[config.mk]
export PLATFORM = sky130hd
export DESIGN_NAME = spsel_decide
export DESIGN_NICKNAME = d
export VERILOG_FILES = /design/src/rtl/spsel_pkg.sv /design/src/rtl/spsel_decide.sv
export SDC_FILE = /design/constraint.sdc
export NUM_CORES = 1
export LEC_CHECK = 0
export BUFFER_PORTS_ARGS = -buffer_cell sky130_fd_sc_hd__buf_4
export CAP_MARGIN = 20
export CORE_ASPECT_RATIO = 1.5
export CORE_MARGIN = 3
export CORE_UTILIZATION = 36
export DETAILED_ROUTE_END_ITERATION = 8
export PLACE_DENSITY_LB_ADDON = 0.12
export RECOVER_POWER = 25
export SLEW_MARGIN = 10
export SYNTH_ARGS = -nofsm -noshare
export SYNTH_HDL_FRONTEND = slang
export SYNTH_SLANG_ARGS = --single-unit
[constraint.sdc]
create_clock -name vclk -period 1.76
set_input_delay 0.088 -clock vclk [all_inputs]
set_output_delay 0.088 -clock vclk [all_outputs]
set_load 0.05 [all_outputs]
[src/rtl/spsel_pkg.sv]
`timescale 1ns / 1ps
package spsel_pkg;

	localparam int COL_W   = 10;
	localparam int ROW_W   = 16;
	localparam int WIDTH_W = 11;
	localparam int CIDX_W  = 10;

	localparam logic [WIDTH_W-1:0] TOTAL_MAX = {WIDTH_W{1'b1}};

	typedef enum logic {
		REQ_SUBMIT = 1'b0,
		REQ_QUERY  = 1'b1
	} spsel_req_t;

	// outcome of one beat against the table entry it looked up
	typedef struct packed {
		logic wr_en;
		logic claim;
		logic demoted;
		logic is_pivot;
	} spsel_verdict_t;

endpackage

[src/rtl/spsel_decide.sv]
`timescale 1ns / 1ps
module spsel_decide #(
	parameter int ROW_INDEX_BITS = 16
) (
	input  spsel_pkg::spsel_req_t              req,
	input  logic [spsel_pkg::ROW_W-1:0]        row,
	input  logic [spsel_pkg::WIDTH_W-1:0]      width,
	input  logic                               in_range,
	input  logic                               ent_valid,
	input  logic [ROW_INDEX_BITS-1:0]          ent_row,
	input  logic [spsel_pkg::WIDTH_W-1:0]      ent_width,
	output spsel_pkg::spsel_verdict_t          verdict,
	output logic [spsel_pkg::ROW_W-1:0]        demoted_row,
	output logic [spsel_pkg::ROW_W-1:0]        pivot_row
);
	import spsel_pkg::*;

	logic [ROW_W-1:0] row_masked;
	logic [ROW_W-1:0] ent_row16;

	assign row_masked = ROW_W'(ROW_INDEX_BITS'(row));
	assign ent_row16  = ROW_W'(ent_row);

	always_comb begin
		verdict     = '0;
		demoted_row = '0;
		pivot_row   = '0;
		if (req == REQ_SUBMIT) begin
			if (width == '0 || !in_range) begin
				verdict.demoted = 1'b1;
				demoted_row     = row_masked;
			end else if (!ent_valid) begin
				verdict.wr_en = 1'b1;
				verdict.claim = 1'b1;
			end else if (ent_width > width) begin
				// sparser row takes the column over
				verdict.wr_en   = 1'b1;
				verdict.demoted = 1'b1;
				demoted_row     = ent_row16;
			end else begin
				verdict.demoted = 1'b1;
				demoted_row     = row_masked;
			end
		end else begin
			verdict.is_pivot = in_range && ent_valid;
			if (in_range && ent_valid)
				pivot_row = ent_row16;
		end
	end

endmodule

==> results of run 1 <==
## logic make-up after synthesis
group / synth area share
muxes: 0.1939
AOI/OAI and AO/OA: 0.1197
adders and majority gates: 0.1667
and+or+nand+nor: 0.3864
buffers and inverters: 0.1333
## stage by stage
| stage | cell area, µm² | TNS (ns) | setup slack [ns] | util | std cells |
|---|---|---|---|---|---|
| after floorplan | 1102 | -2.897 | -0.2270 | - | 119 |
| after global placement | 1881 | -3.872 | -0.2484 | 0.8946 | 237 |
| after detailed placement | 1881 | -4.744 | -0.3118 | 0.8946 | 237 |
| after CTS | 1992 | -3.824 | -0.2630 | 0.9476 | 239 |
## repair_timing
item | CTS
endpoints found under the hold margin | 0
pin swaps | 1
gates resized for setup | 26
setup endpoints to repair | 18
setup buffers | 2
==> impl_metrics.yaml, run 1 <==
synth:
  synthesis.area_um2: 825.8
  syn_nets: 187
  yosysSeqAreaShare: 0
  syn_avg_cell_area_um2: 6.939
  yosys.area.top_type: "mux2i_1"
  synth_top_area_share: 0.1939
  yosys_warnings: 0
  netlist_top_cells_area: "mux2i_1, ha_1, nand2_1"
  synthTopCellsByCount: "nand2_1, and2_1, mux2i_1"
  netlist_instances: 119
  synth_cell_type_count: 27
  yosysMostFrequentCell: "nand2_1"
die:
  rows: 20
  start_util: 0.3929
  die_w_um: 45.11
  die_h_um: 64.66
  ios: 93
placement:
  dp_hpwl_um: 3255
  gp_congestion: 0.8036
  numPortBuffers: 93
global_routing:
  grt_max_degree: 22
clocking:
  ctsHoldBuffers: 0
status:
  lastStage: "global routing"
  outcome: "stopped before the end"
  toolErrorMsg: "[ERROR DPL-0038] Utilization greater than 100%, impossible to legalize"
sta:
  worst_endpoint: "demoted_row[2]"
  worstEpCategory: "top-level output"
==> inputs of run 2 (changes only) <==
--- a/config.mk
+++ b/config.mk
@@ -7,11 +7,10 @@
 export LEC_CHECK = 0
 export BUFFER_PORTS_ARGS = -buffer_cell sky130_fd_sc_hd__buf_4
 export CAP_MARGIN = 20
-export CORE_ASPECT_RATIO = 1.5
-export CORE_MARGIN = 3
-export CORE_UTILIZATION = 36
+export CORE_AREA = 3 3 64 66
 export DETAILED_ROUTE_END_ITERATION = 8
-export PLACE_DENSITY_LB_ADDON = 0.12
+export DIE_AREA = 0 0 67 69
+export PLACE_DENSITY_LB_ADDON = 0.15
 export RECOVER_POWER = 25
 export SLEW_MARGIN = 10
 export SYNTH_ARGS = -nofsm -noshare
==> run 2 against run 1 <==
Against the previous run:
- synthesized area unchanged
- synthesized cell count stayed put
- the flow now finishes, with violations (negative setup slack)
==> impl_metrics.yaml, run 2 <==
synth:
  synth_cell_type_count: 27
  netlist_instances: 119
  synthTopCellsByCount: "nand2_1, and2_1, mux2i_1"
  yosys_warnings: 0
  netlist_top_cells_area: "mux2i_1, ha_1, nand2_1"
  yosysMostFrequentCell: "nand2_1"
  yosys.area.top_type: "mux2i_1"
  synthesis.area_um2: 825.8
  syn_nets: 187
  synth_top_area_share: 0.1939
  yosysSeqAreaShare: 0
  syn_avg_cell_area_um2: 6.939
placement:
  place_inst: 266
  dp_hpwl_um: 2795
  numPortBuffers: 93
  place_area_um2: 1948
  gp_congestion: 0.7495
  pre_cts_ws_ns: -0.3095
die:
  die_area_um2: 4623
  die_h_um: 69
  die_w_um: 67
  ios: 93
  rows: 22
  core-area_um2: 3633
  start_util: 0.2273
finish:
  diodes: 0
  fin_nets: 296
  finalNonFillerCells: 274
  design_area_um2: 2177
  seq_cell_count: 0
  syn_to_final_growth_pct: 163.6
  fin_util: 0.5992
  nClkBuffers: 0
  regArea_um2: 0
  drive_gt1_frac: 0.6947
  final_common_cell: "buf_4"
  layout_common_cells: "buf_4, buf_6, mux2i_4, nand2_2, and2_1"
global_routing:
  grt_pass1_wl_um: 5099
  antenna_found_initial: 0
  grt_overflow: 0
  grt_max_degree: 22
  grt_usage: 0.1321
  grt_pass1_vias: 1204
status:
  outcome: "complete, but fails checks"
  violations: "negative setup slack"
critical_path:
  worstPathArrival_ns: 1.93
  cpMostUsedCell: "buf_6"
  crit_buf_inv: 4
  critical-path-top-delay-family: "simple AND/OR/NAND/NOR gates"
  cp-end-kind: "output port"
  required_ns: 1.67
  startpoint_type: "primary input"
  crit_chain: "buf_6, or4_4, o311a_4, nor2_4, buf_12, clkbuf_16, nand2_1, mux2i_4, buf_6"
  cpPeakStageDelay_ns: 0.55
  crit_type: "primary input to output port"
  critPathMaxFanout: 5
  cp_slowest_cell: "or4_4"
detailed_routing:
  wl_um: 3413
  routedWlPerCell_um: 12.46
  postRouteAntennaNets: 0
  drc: 0
  num_vias: 1175
  drtIter0Drc: 21
  vias_per_cell: 4.288
  first_pass_iters: 3
power_and_ir_drop:
  irDropWorstVdd_mv: 0.1658
  power_density_nw_per_um2: 331.1
  power.leakage_nw: 1.069
sta:
  finalCriticalPeriod_ns: 2.020
  rsz0062_at_grt: "true"
  holdWs_ns: 0.5022
  final_max_slew_viol_count: 0
  finalSetupViolations: 16
  finalHoldViolCount: 0
  post-route-period-util: 1.148
  worst_pin_slew_ns: 0.6196
  max-slew-margin-rel: 0.5887
  fin_ws_ns: -0.2596
  max_freq_mhz: 495.1
clocking:
  ctsHoldBuffers: 0
min_path:
  hold_path_class: "primary input to output port"
run:
  maxCapViolCount: 0
==> run 2: cell counts after synthesis <==
No cell type changed its count.
==> run 2: worst min-delay path, stage by stage <==
cell	delay, ns
buf_4	0.13
nor2_2	0.05
buf_6	0.14
==> run 2: where the power goes <==
part	switching (W)	total [W]	internal, W	leakage [nW]
logic	0.000366	0.000721	0.000355	1.07
registers	0	0	0	0
clock network	0	0	0	0
==> run 2: final cells by class <==
| type | instances | area, µm² |
|---|---|---|
| fillers | 335 | 1456 |
| inverters | 13 | 48.80 |
| multi-input cells | 100 | 1027 |
| well taps | 48 | 60.06 |
| repair buffers | 113 | 1041 |
==> run 2: cells by family (layout without fill, tap and decap cells) <==
family	Yosys count	count (layout)	share of synthesized area
simple gates	61	61	0.3864
buf+inv	19	126	0.1333
mux	16	16	0.1939
compound gates	12	12	0.1197
fa+ha+maj	11	11	0.1667
==> run 2: timing repair <==
item | CTS | global route
gates resized for setup | 23 | 16
cloned | 0 | 3
buffers inserted | 2 | 3
pin swaps | 1 | 0
endpoints found under the setup margin | 17 | 18
hold endpoints to repair | 0 | 0
==> run 2: path summary, 6_finish.rpt <==
path | start | to | slack [ns] | depth (start not counted)
worst max-delay path | width[0] | demoted_row[7] | -0.26 | 9
worst min-delay path | req | verdict[3] | 0.50 | 3
==> run 2: layer usage <==
metal | routed length (µm) | part of all wire | GRT usage | vias up
met2 | 1798 | 0.53 | 0.2609 | 45
met4 | 0 | 0 | 0 | 0
met1 | 1362 | 0.40 | 0.1553 | 510
met3 | 252 | 0.074 | 0.01466 | 0
met5 | 0 | 0 | 0 | -
li1 | - | - | - | 620
==> run 2: per-stage QoR <==
stage	total power (W)	TNS (ns)
after global placement	0.0006409	-3.986
after global routing	0.0007636	-4.668
after CTS	0.0006839	-3.679
after floorplan	0.0004047	-2.897
final	0.0007208	-3.931
after detailed placement	0.0006487	-4.351
No activity file was read; power rests on OpenSTA's default activity.
